<file path="src/rtl/keyed_expiring_slot_table_core_assert.svh">
// ----------------------------------------------------------------------------
// Assertion macros for the keyed expiring slot table
// Implication and next-cycle implication checks on a clock with async reset.
// ----------------------------------------------------------------------------
`ifndef KEYED_EXPIRING_SLOT_TABLE_CORE_ASSERT_SVH
`define KEYED_EXPIRING_SLOT_TABLE_CORE_ASSERT_SVH

`ifndef ASSERT_OFF
// same-cycle implication
`define KEST_ASSERT_IMPL(lbl, ck, rstn, ante, cons, msg) \
    lbl: assert property (@(posedge ck) disable iff (!rstn) (ante) |-> (cons)) else $error(msg);
// next-cycle implication
`define KEST_ASSERT_NEXT(lbl, ck, rstn, ante, cons, msg) \
    lbl: assert property (@(posedge ck) disable iff (!rstn) (ante) |=> (cons)) else $error(msg);
`else
`define KEST_ASSERT_IMPL(lbl, ck, rstn, ante, cons, msg)
`define KEST_ASSERT_NEXT(lbl, ck, rstn, ante, cons, msg)
`endif

`endif

</file>
<file path="src/rtl/kest_pkg.sv">
// ----------------------------------------------------------------------------
// kest_pkg
// Shared types and constants of the keyed expiring slot table.
// ----------------------------------------------------------------------------
package kest_pkg;

    localparam int SLOTS_DEFAULT = 32;
    localparam int MAX_RESULTS   = 32;
    localparam int CNT_W         = $clog2(MAX_RESULTS + 1);

    localparam int IN_TDATA_W  = 128;
    localparam int IN_TUSER_W  = 2;
    localparam int OUT_TDATA_W = 40;

    // floor(x / 1000) == (x * DECAY_RECIP) >> DECAY_SHIFT for x < 2^26
    localparam int          DECAY_SHIFT = 36;
    localparam logic [26:0] DECAY_RECIP = 27'd68719477;

    typedef enum logic [1:0] {
        KIND_ALLOC = 2'd0,
        KIND_TICK  = 2'd1,
        KIND_LIST  = 2'd2,
        KIND_NONE  = 2'd3
    } kind_t;

    // contents of one slot
    typedef struct packed {
        logic [15:0] key;
        logic [31:0] expiry;
        logic [15:0] radius;
        logic [15:0] decay;
    } slot_rec_t;

    // controls from the sequencer to the ring and the decay head
    typedef struct packed {
        logic        shift_en;
        logic        tick_en;
        logic        wr_en;
        logic [31:0] now_ms;
        logic [9:0]  frame_ms;
        slot_rec_t   wr_rec;
    } ring_ctl_t;

endpackage

</file>
<file path="src/rtl/kest_cell.sv">
// ----------------------------------------------------------------------------
// kest_cell
// One slot of the ring: holds a slot record, passes it on when the ring
// shifts, and takes a new record on a select write.
// ----------------------------------------------------------------------------
module kest_cell
(
    input  logic                clk,
    input  logic                rst_n,
    input  logic                shift_en,
    input  logic                wr_en,
    input  kest_pkg::slot_rec_t rec_in,
    input  kest_pkg::slot_rec_t wr_rec,
    output kest_pkg::slot_rec_t rec_out
);
    import kest_pkg::*;

    slot_rec_t rec_reg;
    slot_rec_t rec_next;

    // take the neighbor's record on a shift, the new record on a write
    always_comb
    begin
        rec_next = rec_reg;
        if (wr_en)
        begin
            rec_next = wr_rec;
        end
        else if (shift_en)
        begin
            rec_next = rec_in;
        end
    end

    always_ff @(posedge clk or negedge rst_n)
    begin
        if (!rst_n)
        begin
            rec_reg <= '0;
        end
        else
        begin
            rec_reg <= rec_next;
        end
    end

    assign rec_out = rec_reg;

endmodule

</file>
<file path="config.mk">
export PLATFORM = sky130hd
export DESIGN_NAME = kest_cell
export DESIGN_NICKNAME = d
export VERILOG_FILES = /design/src/rtl/keyed_expiring_slot_table_core_assert.svh /design/src/rtl/kest_pkg.sv /design/src/rtl/kest_cell.sv
export SDC_FILE = /design/constraint.sdc
export NUM_CORES = 1
export LEC_CHECK = 0
export BUFFER_PORTS_ARGS = -buffer_cell sky130_fd_sc_hd__buf_2
export CAP_MARGIN = 10
export CORE_ASPECT_RATIO = 1.25
export CORE_MARGIN = 5
export CORE_UTILIZATION = 35
export CTS_CLUSTER_SIZE = 10
export DETAILED_ROUTE_END_ITERATION = 10
export PLACE_DENSITY_LB_ADDON = 0.25
export SYNTH_ARGS = -nofsm -noshare
export SYNTH_HDL_FRONTEND = slang
export SYNTH_SLANG_ARGS = --single-unit
</file>
<file path="constraint.sdc">
create_clock -name clk -period 1.58 [get_ports clk]
set_input_delay 0.395 -clock clk [delete_from_list [all_inputs] [get_ports clk]]
set_output_delay 0.395 -clock clk [all_outputs]
set_load 0.01 [all_outputs]
</file>
==> out/qor.txt, run 1 <==
CP top delay family: flip-flops
Internal power: 3.808 mW
Setup CP Type: reg2out
Hold WC Path Type: in2async
Worst slew pin tran: 0.4234 ns
PortBufs: 243
CP endpoint kind: output pin
WP buf/inv: 1
Skew final: 0 ns
# setup viols final: 0
Initial antenna violation count: 1
RSZ-0062 raised after global routing: no
Setup ws final: 0.3141 ns
Met2 wire length: 5.451 mm
CTS tree: built
Post-route ant nets: 0
Met3 WL: 867 um
Largest net degree at the start of global routing: 81
Worst-skew pair later-pin latency: 0.32 ns
Setup TNS: 0 ns
Clk network pwr share: 0.354
Max Fclk: 0.7899 GHz
Worst vdd ir: 0.0004801 V
Total Power: 5.154 mW
First-pass GRT wire length: 16.55 mm
Distinct cells, synth: 9
Crit path max fanout: 2
Static Leak: 2.879 nW
Seq pwr share: 0.455
Post-synthesis sequential area ratio: 0.5376
Total net switching power: 1.346 mW
Core area: 10,510 um^2
Post-Syn Area: 3724 um^2
Max incr delay on CP: 0.40 ns
Dpl cells: 701
Initial Util: 0.3543
Mapped Cells: 346
Top sig layer: met5
PostCTS Resize Cnt: 0
Worst path required time: 1.18 ns
Synth top area share: 0.5376
Diodes inserted: 0
Layout cells sized above 1: 0.4460
CTS sink count: 80
Cell Rows: 42
Critical Path, Cell by Cell: buf_2
Top-Level Pins: 244
CP arrival: 0.87 ns
TritonRoute pass-1 iters: 4
Hold Buf Count CTS: 0
Slew Limit Fails: 0
CTS Buf Count: 9
Final min period: 1.266 ns
Pwr Density: 978.5 nW/um^2
Die Y: 125.3 um
Switching Share: 0.2612
Yosys top cell by area: dfrtp_1
Net count reported at finish: 744
M1 wire length: 3.935 mm
GRT Util Overall: 0.1625
# DRC: 0
Pre-CTS setup slack: 0.2584 ns
Drt via density: 4.699
Outcome: complete, no violations
Die ar.: 12,810 um^2
Non-filler cells, final: 715
Drt initial violations: 107
Reg clk slew, reported paths: 0.06 ns
WL per Instance: 14.89 um
Slew HR: 0.7177
FF+latch count, synth: 80
Tcrit/Tclk final: 0.8012
Clock Root Buffer: clkbuf_16
Max Root-Sink Buffers: 2
Area Growth Syn to Fin: 41.47%
Synth area leaders: dfrtp_1 54%, mux2i_1 22%, o21ai_1 11%, nand2_1 8.1%, buf_8 2.8%
Max-cap violations: 0
WL final: 10.65 mm
Synth Area per Inst: 10.76 um^2
Comb power frac: 0.191
H-tree depth: 3
Syn Nets: 510
CP Launch Type: flop
Die width: 102.3 um
Via count: 3,360
DP HPWL: 8.212 mm
RePlAce Congestion: 0.7617
Synth Warn #: 0
Gr ovfl total: 0
Post-CTS setup buffers: 0
Vias in the first global route: 3,475
Final hold vios: 0
Max reg flops: 80
Slowest-stage cell, CP: dfrtp_1
-- power by group through the flow --
stage	Combinational [mW]	Sequential [mW]	Clock, mW
final	0.987	2.34	1.82
after global routing	1.10	2.36	1.94
after CTS	1.01	2.35	1.88
after detailed placement	1.01	2.38	0
after global placement	0.990	2.37	0
after floorplan	0.404	2.46	0
-- cells in the mapped netlist --
cell type  number
buf_12          1
buf_2          10
buf_6           2
buf_8           7
clkbuf_1        6
dfrtp_1        80
mux2i_1        80
nand2_1        80
o21ai_1        80
-- worst paths after layout --
path / cells past startpoint / endpoint / slack (ns) / start
max in group asynchronous: 2 / rec_out[69] / 1.16 / rst_n
min in group clk: 3 / rec_out[72] / 0.28 / wr_rec[72]
hold / removal: 2 / rec_out[27] / 0.08 / rst_n
setup reg to reg: 2 / rec_out[5] / 0.85 / rec_out[5]
setup / recovery: 1 / rec_out[43] / 0.31 / rec_out[43]
hold reg to reg: 2 / rec_out[72] / 0.54 / rec_out[72]
-- layout by cell type (no fill, tap or decap) --
cell type	Yosys	final
buf_2	10	240
mux2i_1	80	80
buf_12	1	6
clkbuf_16	0	9
buf_4	0	3
clkbuf_8	0	1
clkinv_2	0	1
dfrtp_1	80	80
clkbuf_1	6	3
nand2_1	80	80
o21ai_1	80	80
-- cell type report --
class	count	area [um^2]
clock buffers	13	250.2
clock inverters	1	5.005
fillers	1016	5243
multi-input cells	240	1501
flip-flops and latches	80	2002
well taps	132	165.2
repair buffers	249	1344
-- routing by layer --
metal  global-route usage  up-vias
met2               0.2759      148
met5                    0        -
met3              0.03008       33
met1               0.1895     1529
met4              0.08958        2
li1                     -     1648
-- cell families after synthesis --
logic type | after synthesis | share of synthesized area
AO/OA/AOI/OAI | 80 | 0.1075
buffers and inverters | 26 | 0.05914
flip-flops | 80 | 0.5376
multiplexers | 80 | 0.2151
AND/OR/NAND/NOR | 80 | 0.08065
-- per-stage QoR --
| stage | instance area [um^2] | util | hold slack, ns |
|---|---|---|---|
| 6_report | 5268 | 0.5012 | 0.07679 |
| 3_3_place_gp | 5012 | 0.4769 | 0.4523 |
| 2_1_floorplan | 3724 | - | 0.09941 |
| 4_1_cts | 5268 | 0.5012 | 0.1048 |
| 3_5_place_dp | 5012 | 0.4769 | 0.4577 |
| 5_1_grt | 5268 | 0.5012 | 0.1375 |
-- worst register-to-register path: cells and delay by family (launching register included) --
| kind | cells | cell delay, ns |
|---|---|---|
| multiplexers | 1 | 0.15 |
| flip-flops | 1 | 0.39 |
| AO/OA/AOI/OAI | 1 | 0.07 |
Note: power is estimated with default switching activity, not from simulation.
==> inputs of run 2 (changes only) <==
==> constraint.sdc (replaced) <==
create_clock -name clk -period 1.3 [get_ports clk]
set_input_delay 0.325 -clock clk [delete_from_list [all_inputs] [get_ports clk]]
set_output_delay 0.325 -clock clk [all_outputs]
set_load 0.01 [all_outputs]
==> run 2 against run 1 <==
  * Global-route usage rose by 0.34 points
  * Sequential share of layout area fell by 0.81 points
  * Final area rose by 2.2%
  * Sequential power rose by 22%
  * Non-clock buffer count rose by 9
  * Critical path depth did not move
  * Register-to-register slack got worse by 0.28 ns
  * Cell count rose by 1.4%
  * Core utilization rose by 1.1 points
  * Total power rose by 27%
  * First-iteration DRC count fell by 44%
  * Setup slack got worse by 0.21 ns
  * Largest cell class unchanged
  * Highest routed layer unchanged
==> out/qor.txt, run 2 (synthesized netlist as in run 1, its figures left out) <==
Commonest non-fill, non-tap cell in the layout: buf_2
Initial antenna violation count: 1
Met2 wire length: 5.641 mm
CP top delay family: flip-flops
Core area: 10,510 um^2
Clock Root Buffer: clkbuf_16
PortBufs: 243
H-tree depth: 3
Worst path required time: 0.98 ns
Die width: 102.3 um
GRT Util Overall: 0.1658
WP buf/inv: 1
CTS Buf Count: 9
Slowest-stage cell, CP: dfrtp_1
CTS tree: built
Max Root-Sink Buffers: 2
Reg clk slew, reported paths: 0.06 ns
Die Y: 125.3 um
Max Fclk: 0.8363 GHz
Tcrit/Tclk final: 0.9198
Top sig layer: met5
Top-Level Pins: 244
Met3 WL: 903 um
Static Leak: 2.946 nW
Worst slew pin tran: 0.4363 ns
M1 wire length: 4.003 mm
Outcome: complete, no violations
Via count: 3,377
First-pass GRT wire length: 16.80 mm
Slew HR: 0.7092
Max reg flops: 80
Largest net degree at the start of global routing: 80
Diodes inserted: 0
Initial Util: 0.3543
Crit path max fanout: 2
Gr ovfl total: 0
Pwr Density: 1212 nW/um^2
DP HPWL: 8.428 mm
Area Growth Syn to Fin: 44.56%
Leading cell types in the layout, fill and taps excluded: 240 x buf_2, 80 x mux2i_1, 80 x nand2_1, 80 x o21ai_1, 80 x dfrtp_1
Post-CTS setup buffers: 0
Die ar.: 12,810 um^2
Drt initial violations: 60
Max-cap violations: 0
Final hold vios: 0
CP Launch Type: flop
Cell Rows: 42
# setup viols final: 0
WL per Instance: 14.90 um
Setup CP Type: reg2out
Drt via density: 4.658
Final min period: 1.196 ns
CTS sink count: 80
Setup TNS: 0 ns
CP endpoint kind: output pin
Fillers: 1,017
WL final: 10.81 mm
Worst Hold Slack: 0.2063 ns
Critical Path, Cell by Cell: buf_2
TritonRoute pass-1 iters: 6
Vias in the first global route: 3,575
Worst-skew pair later-pin latency: 0.33 ns
Max incr delay on CP: 0.40 ns
# DRC: 0
Slew Limit Fails: 0
RSZ-0062 raised after global routing: no
Layout cells sized above 1: 0.4570
Skew final: 0 ns
Post-route ant nets: 0
Net count reported at finish: 753
Hold WC Path Type: in2reg
Worst vdd ir: 0.0005371 V
RePlAce Congestion: 0.7967
CP arrival: 0.87 ns
-- run 2: through the flow --
stage	utilization	power (mW)	instance area, um^2	instances	setup slack, ns
2_1_floorplan	-	3.484	3724	346	0.2999
3_3_place_gp	0.4838	4.116	5085	709	0.1607
3_5_place_dp	0.4838	4.143	5085	709	0.1305
4_1_cts	0.5121	6.641	5383	725	0.07358
5_1_grt	0.5121	6.859	5383	725	0.06892
6_report	0.5121	6.526	5383	725	0.1042
-- run 2: layout make-up --
class	instances	area (um^2)	share of cell area
sequential	80	2002	0.3719
multi-input combinational	240	1501	0.2789
timing repair buffer	258	1426	0.2650
clock buffer	11	242.7	0.04510
tap	132	165.2	0.03068
clock inverter	4	45.04	0.008368
-- run 2: report_power, final --
group,switching (mW),internal (mW),leakage (nW),total (mW)
clock,0.931,1.52,0.145,2.45
sequential,0.128,2.72,0.965,2.85
combinational,0.621,0.605,1.84,1.23
total,1.68,4.85,2.95,6.53
-- run 2: worst paths after layout --
check,depth (start not counted),endpoint,start,slack [ns]
min in group asynchronous,2,rec_out[27],rst_n,0.33
max,1,rec_out[51],rec_out[51],0.10
min reg2reg,2,rec_out[26],rec_out[26],0.54
min,3,rec_out[6],wr_rec[6],0.21
max reg2reg,2,rec_out[54],rec_out[54],0.57
max in group asynchronous,3,rec_out[62],rst_n,0.38
-- run 2: per-layer routing --
metal  GRT usage  up-vias
met5           0        -
met3     0.03565       19
met1      0.1832     1555
met4     0.07954        2
li1            -     1669
met2      0.2951      132
-- run 2: timing repair --
item                      CTS  global route
hold buffers                1             0
hold endpoints to repair    1             0
resized for setup           0             0
==> inputs of run 3 (changes only) <==
--- a/config.mk
+++ b/config.mk
@@ -10,6 +10,7 @@
 export CORE_ASPECT_RATIO = 1.25
 export CORE_MARGIN = 5
 export CORE_UTILIZATION = 35
+export CTS_BUF_LIST = sky130_fd_sc_hd__clkbuf_4
 export CTS_CLUSTER_SIZE = 10
 export DETAILED_ROUTE_END_ITERATION = 10
 export PLACE_DENSITY_LB_ADDON = 0.25
==> run 3 against run 2 <==
  * Wire length grew 2.9%
  * Critical path type unchanged
  * Fmax shrank 7.3%
  * Largest power group unchanged
  * Register-to-register slack lost 0.23 ns
==> out/qor.txt, run 3 (synthesized netlist as in run 1, its figures left out) <==
Outcome: complete, no violations
Met2 wire length: 5.859 mm
Setup TNS: 0 ns
Leading cell types in the layout, fill and taps excluded: 230 x buf_2, 80 x mux2i_1, 80 x nand2_1, 80 x o21ai_1, 80 x dfrtp_1
Drt initial violations: 81
CTS Buf Count: 9
Max incr delay on CP: 0.42 ns
Initial Util: 0.3543
CP top delay family: flip-flops
Vias in the first global route: 3,618
Tcrit/Tclk final: 0.9919
Max Root-Sink Buffers: 2
Clk network pwr share: 0.247
CP arrival: 0.96 ns
Slew HR: 0.7132
Slew Limit Fails: 0
M1 wire length: 4.058 mm
Skew final: 0 ns
Net count reported at finish: 782
Die ar.: 12,810 um^2
CP Launch Type: flop
WL final: 11.12 mm
Die width: 102.3 um
Total Power: 5.625 mW
Placed inst area: 5085 um^2
Static Leak: 3.035 nW
Max-cap violations: 0
Cell Rows: 42
Post-layout util: 0.5235
WL per Instance: 14.72 um
Hold WC Path Type: in2reg
Top sig layer: met5
Switching Share: 0.2829
Final cell area excluding filler cells: 5502 um^2
TritonRoute pass-1 iters: 4
# DRC: 0
Slowest-stage cell, CP: dfrtp_1
Core area: 10,510 um^2
First-pass GRT wire length: 16.91 mm
Worst path required time: 0.98 ns
Max Fclk: 0.7755 GHz
Final min period: 1.289 ns
Total net switching power: 1.591 mW
Crit path max fanout: 2
Setup CP Type: reg2out
Internal power: 4.034 mW
Clock Root Buffer: clkbuf_4
Gr ovfl total: 0
Worst slew pin tran: 0.4301 ns
Drt via density: 4.615
Max reg flops: 80
RePlAce Congestion: 0.7967
RSZ-0062 raised after global routing: yes
Met3 WL: 925 um
# setup viols final: 0
CTS sink count: 80
WP buf/inv: 1
H-tree depth: 3
Largest net degree at the start of global routing: 80
GRT Util Overall: 0.1662
Worst vdd ir: 0.0005211 V
Layout cells sized above 1: 0.4823
Seq pwr share: 0.507
Comb power frac: 0.246
Via count: 3,484
Worst-skew pair later-pin latency: 0.40 ns
Initial antenna violation count: 2
Die Y: 125.3 um
Top-Level Pins: 244
Area Growth Syn to Fin: 47.75%
PortBufs: 243
Reg clk slew, reported paths: 0.13 ns
Post-route ant nets: 0
Commonest non-fill, non-tap cell in the layout: buf_2
DP HPWL: 8.428 mm
CTS tree: built
Critical Path, Cell by Cell: buf_2
Pwr Density: 1022 nW/um^2
CP endpoint kind: output pin
Final hold vios: 0
-- run 3: changes by cell type in the layout (fill, tap and decap cells not counted), moves of 9 or more --
cell       change
clkbuf_4      +10
buf_4         +29
buf_2         -10
buf_6         +10
clkbuf_16      -9
-- run 3: path summary, 6_finish.rpt --
| kind | from | endpoint | slack (ns) | cells after the start |
|---|---|---|---|---|
| max | rec_out[51] | rec_out[51] | 0.01 | 1 |
| min | wr_rec[49] | rec_out[49] | 0.12 | 3 |
| max reg2reg | rec_out[70] | rec_out[70] | 0.34 | 4 |
| min reg2reg | rec_out[49] | rec_out[49] | 0.56 | 2 |
| max in group asynchronous | rst_n | rec_out[69] | 0.47 | 3 |
| min in group asynchronous | rst_n | rec_out[27] | 0.24 | 2 |
-- run 3: per-layer routing --
layer  up-vias  global-route usage
met1      1595              0.1839
met3        22             0.03788
met2       138              0.2974
met5         -                   0
li1       1727                   -
met4         2             0.07259
-- run 3: final cells by class --
| class | count | area (um^2) |
|---|---|---|
| fillers | 1008 | 5009 |
| flip-flops and latches | 80 | 2002 |
| repair buffers | 287 | 1707 |
| multi-input cells | 240 | 1501 |
| well taps | 132 | 165.2 |
| clock buffers | 10 | 75.07 |
| clock inverters | 5 | 48.80 |
| diodes | 1 | 2.502 |
-- run 3: power groups by stage --
stage / combinational [mW] / sequential [mW] / clock (mW)
CTS: 1.32 / 2.85 / 1.46
global placement: 1.23 / 2.89 / 0
finish: 1.39 / 2.85 / 1.39
detailed placement: 1.25 / 2.89 / 0
floorplan: 0.491 / 2.99 / 0
global route: 1.52 / 2.88 / 1.56
-- run 3: through the flow --
step	cells	setup slack, ns	hold slack (ns)
floorplan	346	0.2999	0.02941
global placement	709	0.1607	0.1157
detailed placement	709	0.1305	0.1166
CTS	739	-0.04552	0.08702
global route	755	-0.06040	0.08516
finish	755	0.01055	0.1174
-- run 3: what timing repair did --
action | in CTS | in global routing
pin swaps | 0 | 0
endpoints found under the hold margin | 80 | 0
endpoints found under the setup margin | 70 | 80
resized for setup | 3 | 7
hold buffers | 1 | 0
buffers inserted | 14 | 15
