### config.mk
export PLATFORM = sky130hd
export DESIGN_NAME = kest_ctrl
export DESIGN_NICKNAME = d
export VERILOG_FILES = /design/src/rtl/kest_pkg.sv /design/src/rtl/kest_ctrl.sv
export VERILOG_INCLUDE_DIRS = /design/src /design/src/rtl
export SDC_FILE = /design/constraint.sdc
export NUM_CORES = 1
export LEC_CHECK = 0
export BUFFER_PORTS_ARGS = -buffer_cell sky130_fd_sc_hd__buf_2
export CAP_MARGIN = 30
export CORE_UTILIZATION = 40
export DETAILED_ROUTE_END_ITERATION = 10
export PLACE_DENSITY = 0.8
export SETUP_SLACK_MARGIN = 0.02
export SYNTH_ARGS = -nofsm -noshare
export SYNTH_HDL_FRONTEND = slang
export SYNTH_SLANG_ARGS = --single-unit
### constraint.sdc
create_clock -name clk -period 3.75 [get_ports clk]
set_input_delay 0.75 -clock clk [delete_from_list [all_inputs] [get_ports clk]]
set_output_delay 0.75 -clock clk [all_outputs]
set_load 0.005 [all_outputs]
### src/rtl/keyed_expiring_slot_table_core_assert.svh
// ----------------------------------------------------------------------------
// Assertion macros for the keyed expiring slot table
// Implication and next-cycle implication checks on a clock with async reset.
// ----------------------------------------------------------------------------
`ifndef KEYED_EXPIRING_SLOT_TABLE_CORE_ASSERT_SVH
`define KEYED_EXPIRING_SLOT_TABLE_CORE_ASSERT_SVH

`ifndef ASSERT_OFF
// same-cycle implication
`define KEST_ASSERT_IMPL(lbl, ck, rstn, ante, cons, msg) \
    lbl: assert property (@(posedge ck) disable iff (!rstn) (ante) |-> (cons)) else $error(msg);
// next-cycle implication
`define KEST_ASSERT_NEXT(lbl, ck, rstn, ante, cons, msg) \
    lbl: assert property (@(posedge ck) disable iff (!rstn) (ante) |=> (cons)) else $error(msg);
`else
`define KEST_ASSERT_IMPL(lbl, ck, rstn, ante, cons, msg)
`define KEST_ASSERT_NEXT(lbl, ck, rstn, ante, cons, msg)
`endif

`endif

### src/rtl/kest_pkg.sv
// ----------------------------------------------------------------------------
// kest_pkg
// Shared types and constants of the keyed expiring slot table.
// ----------------------------------------------------------------------------
package kest_pkg;

    localparam int SLOTS_DEFAULT = 32;
    localparam int MAX_RESULTS   = 32;
    localparam int CNT_W         = $clog2(MAX_RESULTS + 1);

    localparam int IN_TDATA_W  = 128;
    localparam int IN_TUSER_W  = 2;
    localparam int OUT_TDATA_W = 40;

    // floor(x / 1000) == (x * DECAY_RECIP) >> DECAY_SHIFT for x < 2^26
    localparam int          DECAY_SHIFT = 36;
    localparam logic [26:0] DECAY_RECIP = 27'd68719477;

    typedef enum logic [1:0] {
        KIND_ALLOC = 2'd0,
        KIND_TICK  = 2'd1,
        KIND_LIST  = 2'd2,
        KIND_NONE  = 2'd3
    } kind_t;

    // contents of one slot
    typedef struct packed {
        logic [15:0] key;
        logic [31:0] expiry;
        logic [15:0] radius;
        logic [15:0] decay;
    } slot_rec_t;

    // controls from the sequencer to the ring and the decay head
    typedef struct packed {
        logic        shift_en;
        logic        tick_en;
        logic        wr_en;
        logic [31:0] now_ms;
        logic [9:0]  frame_ms;
        slot_rec_t   wr_rec;
    } ring_ctl_t;

endpackage

### src/rtl/kest_ctrl.sv
// ----------------------------------------------------------------------------
// kest_ctrl
// Sequencer: takes an item, walks the ring once, searches for the slot to
// allocate, collects list results, and holds the output register.
// ----------------------------------------------------------------------------
`include "keyed_expiring_slot_table_core_assert.svh"

module kest_ctrl
#(
    parameter int SLOTS = kest_pkg::SLOTS_DEFAULT
)
(
    input  logic                                 clk,
    input  logic                                 rst_n,
    input  logic                                 s_axis_tvalid,
    output logic                                 s_axis_tready,
    input  logic [kest_pkg::IN_TDATA_W-1:0]      s_axis_tdata,
    input  logic [kest_pkg::IN_TUSER_W-1:0]      s_axis_tuser,
    output logic                                 m_axis_tvalid,
    input  logic                                 m_axis_tready,
    output logic [kest_pkg::OUT_TDATA_W-1:0]     m_axis_tdata,
    output logic [0:0]                           m_axis_tuser,
    output logic                                 m_axis_tlast,
    input  kest_pkg::slot_rec_t                  head_rec,
    output kest_pkg::ring_ctl_t                  ctl,
    output logic [$clog2(SLOTS)-1:0]             wr_idx
);
    import kest_pkg::*;

    localparam int IW = $clog2(SLOTS);
    localparam int SW = $clog2(SLOTS + 2);
    localparam logic [SW-1:0]    LAST_STEP = SW'(SLOTS + 1);
    localparam logic [SW-1:0]    SLOT_END  = SW'(SLOTS);
    localparam logic [CNT_W-1:0] CNT_MAX   = CNT_W'(MAX_RESULTS);

    typedef enum logic [2:0] {
        ST_IDLE   = 3'b001,
        ST_WALK   = 3'b010,
        ST_FINISH = 3'b100
    } state_t;

    state_t                 state_reg, state_next;
    logic [SW-1:0]          step_reg, step_next;
    kind_t                  kind_reg, kind_next;
    logic [15:0]            key_reg, key_next;
    logic [31:0]            now_reg, now_next;
    logic [31:0]            die_reg, die_next;
    logic [15:0]            rad_reg, rad_next;
    logic [15:0]            dec_reg, dec_next;
    logic [9:0]             frame_reg, frame_next;
    logic                   kfound_reg, kfound_next;
    logic [IW-1:0]          kidx_reg, kidx_next;
    logic                   efound_reg, efound_next;
    logic [IW-1:0]          eidx_reg, eidx_next;
    logic                   pend_valid_reg, pend_valid_next;
    logic [4:0]             pend_slot_reg, pend_slot_next;
    logic [15:0]            pend_key_reg, pend_key_next;
    logic [15:0]            pend_rad_reg, pend_rad_next;
    logic [CNT_W-1:0]       cnt_reg, cnt_next;
    logic                   out_valid_reg, out_valid_next;
    logic [OUT_TDATA_W-1:0] out_data_reg, out_data_next;
    logic                   out_user_reg, out_user_next;
    logic                   out_last_reg, out_last_next;

    logic          out_free;
    logic          in_range;
    logic          live;
    logic          stall;
    logic          shift_en;
    logic          wr_en;
    logic [IW-1:0] pick;

    assign out_free = !out_valid_reg || m_axis_tready;
    assign in_range = (step_reg < SLOT_END);
    assign live     = (state_reg == ST_WALK) && (kind_reg == KIND_LIST) && in_range
                      && (head_rec.radius != 16'd0) && (cnt_reg < CNT_MAX);
    assign stall    = live && pend_valid_reg && !out_free;
    assign pick     = kfound_reg ? kidx_reg : (efound_reg ? eidx_reg : '0);

    // sequence one item through the ring walk
    always_comb
    begin
        state_next      = state_reg;
        step_next       = step_reg;
        kind_next       = kind_reg;
        key_next        = key_reg;
        now_next        = now_reg;
        die_next        = die_reg;
        rad_next        = rad_reg;
        dec_next        = dec_reg;
        frame_next      = frame_reg;
        kfound_next     = kfound_reg;
        kidx_next       = kidx_reg;
        efound_next     = efound_reg;
        eidx_next       = eidx_reg;
        pend_valid_next = pend_valid_reg;
        pend_slot_next  = pend_slot_reg;
        pend_key_next   = pend_key_reg;
        pend_rad_next   = pend_rad_reg;
        cnt_next        = cnt_reg;
        out_valid_next  = out_valid_reg && !m_axis_tready;
        out_data_next   = out_data_reg;
        out_user_next   = out_user_reg;
        out_last_next   = out_last_reg;
        shift_en        = 1'b0;
        wr_en           = 1'b0;

        case (state_reg)
            ST_IDLE:
            begin
                if (s_axis_tvalid)
                begin
                    kind_next       = kind_t'(s_axis_tuser);
                    key_next        = s_axis_tdata[15:0];
                    now_next        = s_axis_tdata[47:16];
                    die_next        = s_axis_tdata[79:48];
                    rad_next        = s_axis_tdata[95:80];
                    dec_next        = s_axis_tdata[111:96];
                    frame_next      = s_axis_tdata[121:112];
                    step_next       = '0;
                    kfound_next     = 1'b0;
                    efound_next     = 1'b0;
                    pend_valid_next = 1'b0;
                    cnt_next        = '0;
                    if (kind_t'(s_axis_tuser) != KIND_NONE)
                    begin
                        state_next = ST_WALK;
                    end
                end
            end

            ST_WALK:
            begin
                shift_en = !stall;
                if (shift_en)
                begin
                    step_next = step_reg + 1'b1;
                    // search for a key match, then for an expired slot
                    if ((kind_reg == KIND_ALLOC) && in_range)
                    begin
                        if ((key_reg != 16'd0) && !kfound_reg && (head_rec.key == key_reg))
                        begin
                            kfound_next = 1'b1;
                            kidx_next   = step_reg[IW-1:0];
                        end
                        if (!efound_reg && (head_rec.expiry < now_reg))
                        begin
                            efound_next = 1'b1;
                            eidx_next   = step_reg[IW-1:0];
                        end
                    end
                    // hold one live slot back so the final one can carry last
                    if (live)
                    begin
                        if (pend_valid_reg)
                        begin
                            out_valid_next = 1'b1;
                            out_data_next  = {3'b000, pend_rad_reg, pend_key_reg, pend_slot_reg};
                            out_user_next  = 1'b1;
                            out_last_next  = 1'b0;
                        end
                        pend_valid_next = 1'b1;
                        pend_slot_next  = 5'(step_reg);
                        pend_key_next   = head_rec.key;
                        pend_rad_next   = head_rec.radius;
                        cnt_next        = cnt_reg + 1'b1;
                    end
                    if (step_reg == LAST_STEP)
                    begin
                        state_next = ST_FINISH;
                    end
                end
            end

            ST_FINISH:
            begin
                if (out_free)
                begin
                    out_valid_next = 1'b1;
                    out_last_next  = 1'b1;
                    out_user_next  = 1'b0;
                    out_data_next  = '0;
                    case (kind_reg)
                        KIND_ALLOC:
                        begin
                            wr_en         = 1'b1;
                            out_user_next = 1'b1;
                            out_data_next = {3'b000, rad_reg, key_reg, 5'(pick)};
                        end
                        KIND_LIST:
                        begin
                            if (pend_valid_reg)
                            begin
                                out_user_next = 1'b1;
                                out_data_next = {3'b000, pend_rad_reg, pend_key_reg,
                                                 pend_slot_reg};
                            end
                        end
                        default:
                        begin
                            out_data_next = '0;
                        end
                    endcase
                    pend_valid_next = 1'b0;
                    state_next      = ST_IDLE;
                end
            end

            default:
            begin
                state_next = ST_IDLE;
            end
        endcase
    end

    // control state
    always_ff @(posedge clk or negedge rst_n)
    begin
        if (!rst_n)
        begin
            state_reg      <= ST_IDLE;
            step_reg       <= '0;
            kfound_reg     <= 1'b0;
            efound_reg     <= 1'b0;
            pend_valid_reg <= 1'b0;
            cnt_reg        <= '0;
            out_valid_reg  <= 1'b0;
        end
        else
        begin
            state_reg      <= state_next;
            step_reg       <= step_next;
            kfound_reg     <= kfound_next;
            efound_reg     <= efound_next;
            pend_valid_reg <= pend_valid_next;
            cnt_reg        <= cnt_next;
            out_valid_reg  <= out_valid_next;
        end
    end

    // payload
    always_ff @(posedge clk)
    begin
        kind_reg      <= kind_next;
        key_reg       <= key_next;
        now_reg       <= now_next;
        die_reg       <= die_next;
        rad_reg       <= rad_next;
        dec_reg       <= dec_next;
        frame_reg     <= frame_next;
        kidx_reg      <= kidx_next;
        eidx_reg      <= eidx_next;
        pend_slot_reg <= pend_slot_next;
        pend_key_reg  <= pend_key_next;
        pend_rad_reg  <= pend_rad_next;
        out_data_reg  <= out_data_next;
        out_user_reg  <= out_user_next;
        out_last_reg  <= out_last_next;
    end

    // drive ports and ring controls
    assign s_axis_tready   = (state_reg == ST_IDLE);
    assign m_axis_tvalid   = out_valid_reg;
    assign m_axis_tdata    = out_data_reg;
    assign m_axis_tuser    = out_user_reg;
    assign m_axis_tlast    = out_last_reg;
    assign wr_idx          = pick;
    assign ctl.shift_en    = shift_en;
    assign ctl.tick_en     = (kind_reg == KIND_TICK);
    assign ctl.wr_en       = wr_en;
    assign ctl.now_ms      = now_reg;
    assign ctl.frame_ms    = frame_reg;
    assign ctl.wr_rec      = '{key: key_reg, expiry: die_reg, radius: rad_reg, decay: dec_reg};

    `KEST_ASSERT_IMPL(a_stall_only_list, clk, rst_n, (state_reg == ST_WALK) && !shift_en, (kind_reg == KIND_LIST) && pend_valid_reg && out_valid_reg, "ring stalled outside a list walk")
    `KEST_ASSERT_NEXT(a_finish_emits, clk, rst_n, (state_reg == ST_FINISH) && out_free, (state_reg == ST_IDLE) && out_valid_reg && out_last_reg, "finish did not emit a final result")
    `KEST_ASSERT_IMPL(a_cnt_bound, clk, rst_n, 1'b1, cnt_reg <= CNT_MAX, "list result count out of range")
    `KEST_ASSERT_IMPL(a_step_bound, clk, rst_n, state_reg == ST_WALK, step_reg <= LAST_STEP, "walk step out of range")
    `KEST_ASSERT_IMPL(a_write_finish, clk, rst_n, wr_en, (state_reg == ST_FINISH) && (kind_reg == KIND_ALLOC), "slot write outside allocate finish")

endmodule

==> impl_metrics.tcl, run 1 <==
set metrics [dict create \
    timing.setup.tns_ps 0 \
    hold_violations 0 \
    avgViaCountPerCell 4.98 \
    leakage_nw 4.97 \
    grt.total_usage_pct 19.1 \
    worstSetupEndpointType "primary output" \
    chipHeight_um 150 \
    ys_types 44 \
    place.port_buffers 362 \
    core_box_area_sq_um 21300 \
    clk_transition_reported_paths_ps 60 \
    reg2regPathDepth 4 \
    edff_count_synth 210 \
    io_count 388 \
    critical_path.max_fanout 6 \
    outcome "completed" \
    final-max-slew-violation-count 0 \
    critical_path.top_delay_family "simple AND/OR/NAND/NOR gates" \
    worstPathCellList "nor4b_1, and3_1, a21oi_1, buf_4, buf_2" \
    routedWlPerCell_um 19.0 \
    grt_pass1_wl_um 32600 \
    route.layer.met1.wl_um 8480 \
    postSynth.topFlopCell "sky130_fd_sc_hd__edfxtp_1" \
    routed_wl_um 22800 \
    post_synth_inst_count 520 \
    cts_tree "built" \
    r2r_start "state_reg[0]$_DFFE_PN1P_" \
    final-setup-viol-count 0 \
    place.detailed.hpwl_um 17000 \
    clock_latency_ps 530 \
    worst_pin_slew_ps 817 \
    gpl.final_weighted_congestion 0.805 \
    drt.antenna.violating_nets 0 \
    layout-drive-gt1-share_pct 44.8 \
    synth_sequential_area_ratio_pct 77.1 \
    power_density_nw_per_um2 593 \
    post-route-min-period_ps 2830 \
    gr-total-overflow 0 \
    dr_iter_0_viols 282 \
    cts_sinks 229 \
    routed-wl-met2_um 11900 \
    cp_num_buf_inv 2 \
    critical_path_arrival_ps 2080 \
    yosysMostFrequentCell "sky130_fd_sc_hd__edfxtp_1" \
    post_cts_buffers 0 \
    vdd_drop_max_uv 410 \
    largest_register_ffs 37 \
    rsz0062_at_grt "no" \
    num_rows 53 \
    start_to_end_type_of_the_worst_setup_path "flip-flop to primary output" \
    vias 5976 \
    timing.final.crit_share_pct 75.5 \
    critical_path.reg2reg.endpoint "key_reg[9]$_DFFE_PP_" \
    synth.area.top_cells "sky130_fd_sc_hd__edfxtp_1 (72%), sky130_fd_sc_hd__dfrtp_1 (5.1%), sky130_fd_sc_hd__ha_1 (4.8%)" \
    maximum_single_stage_delay_on_the_critical_path_ps 460 \
    crit_path_start "kind_reg[0]$_DFFE_PP_" \
    yosys_warnings 0 \
    start_util_pct 41.3 \
    synthTopCellsByCount "sky130_fd_sc_hd__edfxtp_1 (210), sky130_fd_sc_hd__a22o_1 (42), sky130_fd_sc_hd__inv_1 (37), sky130_fd_sc_hd__ha_1 (34), sky130_fd_sc_hd__nand2_1 (28)" \
    cell_type_with_the_largest_total_area_after_synthesis "sky130_fd_sc_hd__edfxtp_1" \
    final_net_count 1154 \
    critical_path.slowest_cell "sky130_fd_sc_hd__edfxtp_1" \
    holdCritPathClass "input pin to async pin" \
    cts.root.buffer_cell "sky130_fd_sc_hd__clkbuf_16" \
    postCtsHoldBufs 0 \
    layout.filler_cells 1711 \
    crit_path_start_kind "flip-flop" \
    max-clock-path-buffers 3 \
    first_pass_iters 4 \
    cts_max_level 1 \
    design.die.area_sq_um 22600 \
    synthesis.area_per_instance_sq_um 16.9 \
    detailroute.wirelength.met3_um 1910 \
    die_x_um 150 \
    resized_after_cts 0 \
    final.setup_skew_ps 12.1 \
    first_global_vias 6018 \
    mappedNetlistArea_sq_um 8790 \
    area.growth.synth_to_final_pct 34.4 \
    cts_inserted_buffers 25 \
    ys_seq_elements 229 \
    postLayoutCoreUtil_pct 55.5 \
    antenna_violations_before_repair 2 \
    slew-limit-headroom_pct 45.1 \
    critPathRequiredTime_ps 3000 \
    clock.fmax_mhz 353 \
    synthArstFlopShare_pct 8.30 \
    reg2reg_slack_ps 1100 \
    synth_largest_type_area_fraction_pct 71.7 \
    max_cap_violations 0 \
    detail_route.drc_violations 0 \
    maxUsedRoutingLayer "met5" \
    grt_max_degree 80 \
]
[worst max-delay path by stage]
stage                                 end  slack (ps)  depth (start not counted)
floorplan            dec_reg[0]$_DFFE_PP_         430                          2
global placement    eidx_reg[1]$_DFFE_PP_         750                          7
detailed placement  eidx_reg[0]$_DFFE_PP_         710                          7
CTS                              ctl[124]         900                          5
global route                     ctl[124]         820                          5
finish                           ctl[124]         920                          5
[per-stage QoR]
| step | cell area (sq um) | total power [mW] | std cells | hold slack (ps) | setup slack, ps |
|---|---|---|---|---|---|
| 2_1_floorplan | 8800 | 3.98 | 522 | 454 | 429 |
| 3_3_place_gp | 11000 | 4.55 | 1153 | 481 | 750 |
| 3_5_place_dp | 11000 | 4.60 | 1154 | 489 | 712 |
| 4_1_cts | 11800 | 7.09 | 1199 | 190 | 899 |
| 5_1_grt | 11800 | 7.33 | 1200 | 195 | 819 |
| 6_report | 11800 | 7.01 | 1200 | 177 | 920 |
[report_power, final]
group / leakage [nW] / switching, mW / total [mW] / internal [mW]
combinational: 2.39 / 0.616 / 1.07 / 0.458
sequential: 2.18 / 0.219 / 3.46 / 3.25
clock: 0.403 / 0.965 / 2.47 / 1.51
[worst reg2reg max path: cells and delay by family (launching register included)]
family | cells | cell delay, ps
buf+inv | 2 | 730
flops | 1 | 600
simple gates | 2 | 870
[area by class of cell]
cell class | instances | area [sq um] | area share (%)
repair buffers | 370 | 1900 | 16.0
flip-flops and latches | 229 | 6780 | 57.4
diodes | 1 | 2.50 | 0.0212
clock inverters | 7 | 128 | 1.08
multi-input cells | 243 | 1820 | 15.4
clock buffers | 38 | 704 | 5.96
inverters | 37 | 143 | 1.21
well taps | 275 | 344 | 2.91
[layout by cell type, fill, tap and decap left out, drive strengths merged, types with 5 or more instances in the layout]
master,n
ha,34
xor2,14
nand3,11
buf,370
nand4,9
inv,37
o21ai,12
nor2b,6
a22o,42
nor3,6
xnor2,5
dfrtp,18
nand2,28
clkbuf,38
edfxtp,210
nor2,8
nor4,12
a21oi,17
[layer usage]
metal,GRT usage [%],vias up
met4,5.71,2
met2,35.1,298
met3,4.76,34
met1,21.7,2863
li1,-,2779
met5,0,-
[kinds of logic (layout without fill, tap and decap cells)]
| family | after synthesis | in the layout | synth area share [%] |
|---|---|---|---|
| flops | 229 | 229 | 77.1 |
| simple gates | 97 | 97 | 6.12 |
| compound gates | 86 | 86 | 7.13 |
| buf+inv | 50 | 452 | 2.39 |
| fa+ha+maj | 34 | 34 | 4.84 |
| xor+xnor | 19 | 19 | 1.89 |
| mux | 4 | 4 | 0.455 |
| other cells | 1 | 4 | 0.0426 |
Power figures use the tool's default switching activity.
==> run 2, diff against run 1 <==
--- a/config.mk
+++ b/config.mk
@@ -6,8 +6,10 @@
 export SDC_FILE = /design/constraint.sdc
 export NUM_CORES = 1
 export LEC_CHECK = 0
+export ABC_AREA = 1
 export BUFFER_PORTS_ARGS = -buffer_cell sky130_fd_sc_hd__buf_2
 export CAP_MARGIN = 30
+export CORE_ASPECT_RATIO = 1.25
 export CORE_UTILIZATION = 40
 export DETAILED_ROUTE_END_ITERATION = 10
 export PLACE_DENSITY = 0.8
==> constraint.sdc (replaced) <==
create_clock -name clk -period 2.3 [get_ports clk]
set_input_delay 0.46 -clock clk [delete_from_list [all_inputs] [get_ports clk]]
set_output_delay 0.46 -clock clk [all_outputs]
set_load 0.005 [all_outputs]
==> run 2 against run 1 <==
Via count rose by 15%. Non-clock buffer count rose by 24. Die area rose by 3.2%. Count of clock-buffer cells in the layout fell by 2.
==> impl_metrics.tcl, run 2 <==
set metrics [dict create \
    ys_types 35 \
    timing.hold.worst_endpoint "frame_reg[0]$_DFFE_PP_" \
    core_box_area_sq_um 22300 \
    start_util_pct 40.7 \
    start_to_end_type_of_the_worst_setup_path "flip-flop to primary output" \
    synth_largest_type_area_fraction_pct 69.5 \
    worst_path_most_repeated_cell "sky130_fd_sc_hd__inv_2" \
    io_count 388 \
    num_rows 61 \
    critical_path_arrival_ps 1830 \
    place.port_buffers 362 \
    clock_latency_ps 520 \
    vdd_drop_max_uv 719 \
    synthTopCellsByCount "sky130_fd_sc_hd__edfxtp_1 (210), sky130_fd_sc_hd__nand2_1 (80), sky130_fd_sc_hd__inv_1 (68), sky130_fd_sc_hd__o21ai_0 (60), sky130_fd_sc_hd__nor2_1 (38)" \
    final-max-slew-violation-count 0 \
    rsz0062_at_grt "yes" \
    synth_sequential_area_ratio_pct 74.8 \
    min_delay_path_depth 1 \
    layout-drive-gt1-share_pct 43.2 \
    hold_violations 0 \
    place.detailed.hpwl_um 18900 \
    clk_transition_reported_paths_ps 60 \
    timing.final.crit_share_pct 99.6 \
    dr_iter_0_viols 344 \
    routedWlPerCell_um 18.6 \
    chipHeight_um 170 \
    critical_path.reg2reg.endpoint "eidx_reg[3]$_DFFE_PP_" \
    antenna_violations_before_repair 3 \
    layout.filler_cells 1798 \
    synthArstFlopShare_pct 8.30 \
    maximum_single_stage_delay_on_the_critical_path_ps 430 \
    final.setup_skew_ps 16.2 \
    final_net_count 1307 \
    cts_sinks 229 \
    avgViaCountPerCell 5.03 \
    largest_register_ffs 37 \
    die_x_um 137 \
    layout.cell_area.non_filler_sq_um 12400 \
    layout.cells.most_common "sky130_fd_sc_hd__buf_2" \
    multi_input_comb_area_sq_um 2030 \
    gpl.final_weighted_congestion 0.849 \
    worstPathCellList "inv_2, nand2_4, nor4_4, nand4_1, nand2_2, inv_2, buf_6" \
    synthesis.area_per_instance_sq_um 13.9 \
    postSynth.topFlopCell "sky130_fd_sc_hd__edfxtp_1" \
    design.die.area_sq_um 23300 \
    synth.area.top_cells "sky130_fd_sc_hd__edfxtp_1 (69%), sky130_fd_sc_hd__dfrtp_1 (5.0%), sky130_fd_sc_hd__ha_1 (4.7%)" \
    ff_latch_area_sq_um 6780 \
    timing.setup.tns_ps 0 \
    worstSetupEndpointType "primary output" \
    area.growth.synth_to_final_pct 36.8 \
    hold_start "s_axis_tdata[112]" \
    gr-total-overflow 0 \
    detail_route.drc_violations 0 \
    final-setup-viol-count 0 \
    power_density_nw_per_um2 1220 \
    cts_inserted_buffers 25 \
    critical_path.slowest_cell "sky130_fd_sc_hd__edfxtp_1" \
    cell_type_with_the_largest_total_area_after_synthesis "sky130_fd_sc_hd__edfxtp_1" \
    critPathRequiredTime_ps 1840 \
    drt.antenna.violating_nets 0 \
    mostFrequentLayoutCells "sky130_fd_sc_hd__buf_2 (361), sky130_fd_sc_hd__edfxtp_1 (210), sky130_fd_sc_hd__nand2_1 (74)" \
    crit_path_start_kind "flip-flop" \
    critical_path.max_fanout 3 \
    cts_max_level 1 \
    r2r_start "now_reg[11]$_DFFE_PP_" \
    edff_count_synth 210 \
    reg2reg_slack_ps 150 \
    ys_seq_elements 229 \
    max-clock-path-buffers 3 \
    mappedNetlistArea_sq_um 9070 \
    cts.root.buffer_cell "sky130_fd_sc_hd__clkbuf_16" \
    grt_pass1_wl_um 37100 \
    reg2regPathDepth 12 \
    holdCritPathClass "input pin to flip-flop" \
    post-route-min-period_ps 2290 \
    first_pass_iters 5 \
    leakage_nw 5.40 \
    grt.total_usage_pct 21.3 \
    yosys_warnings 0 \
    max_cap_violations 0 \
    cts_tree "built" \
    clock.fmax_mhz 437 \
    vias 6843 \
    placed_area_sq_um 11500 \
    first_global_vias 7030 \
    yosysMostFrequentCell "sky130_fd_sc_hd__edfxtp_1" \
    post_synth_inst_count 655 \
    routed_wl_um 25200 \
    outcome "completed" \
    postLayoutCoreUtil_pct 55.7 \
    grt_max_degree 48 \
]
## run 2: timing repair
action	in CTS	in global routing
hold buffers	1	0
endpoints found under the hold margin	18	0
pin swaps	4	7
resized for setup	2	15
endpoints found under the setup margin	1	8
buffers inserted	5	3
## run 2: cell families (layout without fill, tap and decap cells)
logic type	count (synthesis)	count (layout)	share of synthesized area (%)
fa+ha+maj	34	34	4.69
simple gates	178	178	8.80
buf+inv	97	516	4.22
flops	229	229	74.8
xor+xnor	11	11	1.06
mux	1	1	0.110
other cells	1	4	0.0413
compound gates	104	104	6.33
## run 2: worst max path at each step
stage                     startpoint               endpoint  slack [ps]  cells past startpoint
2_1_floorplan           head_rec[17]   dec_reg[0]$_DFFE_PP_       -1150                      7
3_3_place_gp            head_rec[37]  eidx_reg[0]$_DFFE_PP_         -20                     14
3_5_place_dp            head_rec[37]  eidx_reg[0]$_DFFE_PP_         -10                     14
4_1_cts        kind_reg[1]$_DFFE_PP_               ctl[122]          20                      5
5_1_grt        kind_reg[0]$_DFFE_PP_               ctl[124]         -70                      7
6_report       kind_reg[0]$_DFFE_PP_               ctl[124]           9                      7
## run 2: per-layer routing
layer | global-route usage, % | vias up | wire [um]
met3 | 7.09 | 59 | 2750
met5 | 0 | - | 9
met2 | 39.1 | 391 | 13100
met4 | 8.07 | 2 | 798
li1 | - | 3146 | -
met1 | 22.1 | 3245 | 8560
## run 2: where the power goes
part	switching, mW	total, mW	internal [mW]
registers	0.639	6.87	6.23
logic	2.63	4.42	1.78
clock network	1.54	3.81	2.27
## run 2: through the flow
stage	hold slack (ps)	power, mW	worst slack (ps)	cells
3_3_place_gp	431	11.1	-15.1	1306
3_5_place_dp	435	11.2	-11.5	1306
5_1_grt	95.2	16.0	-73.1	1359
4_1_cts	89.2	15.1	21.8	1356
2_1_floorplan	164	8.79	-1150	657
6_report	112	15.1	9.19	1360
## run 2: final cells by class
type / instances / share of cell area, %
clock inverters: 8 / 0.534
multi-input cells: 331 / 16.4
clock buffers: 36 / 5.79
diodes: 1 / 0.0202
flip-flops and latches: 229 / 54.7
well taps: 283 / 2.85
repair buffers: 394 / 17.4
inverters: 78 / 2.36
## run 2: worst max-delay path, delay by kind of cell (launching register included)
family | cells | cell delay, ps
buffers and inverters | 3 | 280
flip-flops | 1 | 430
AND/OR/NAND/NOR | 4 | 610
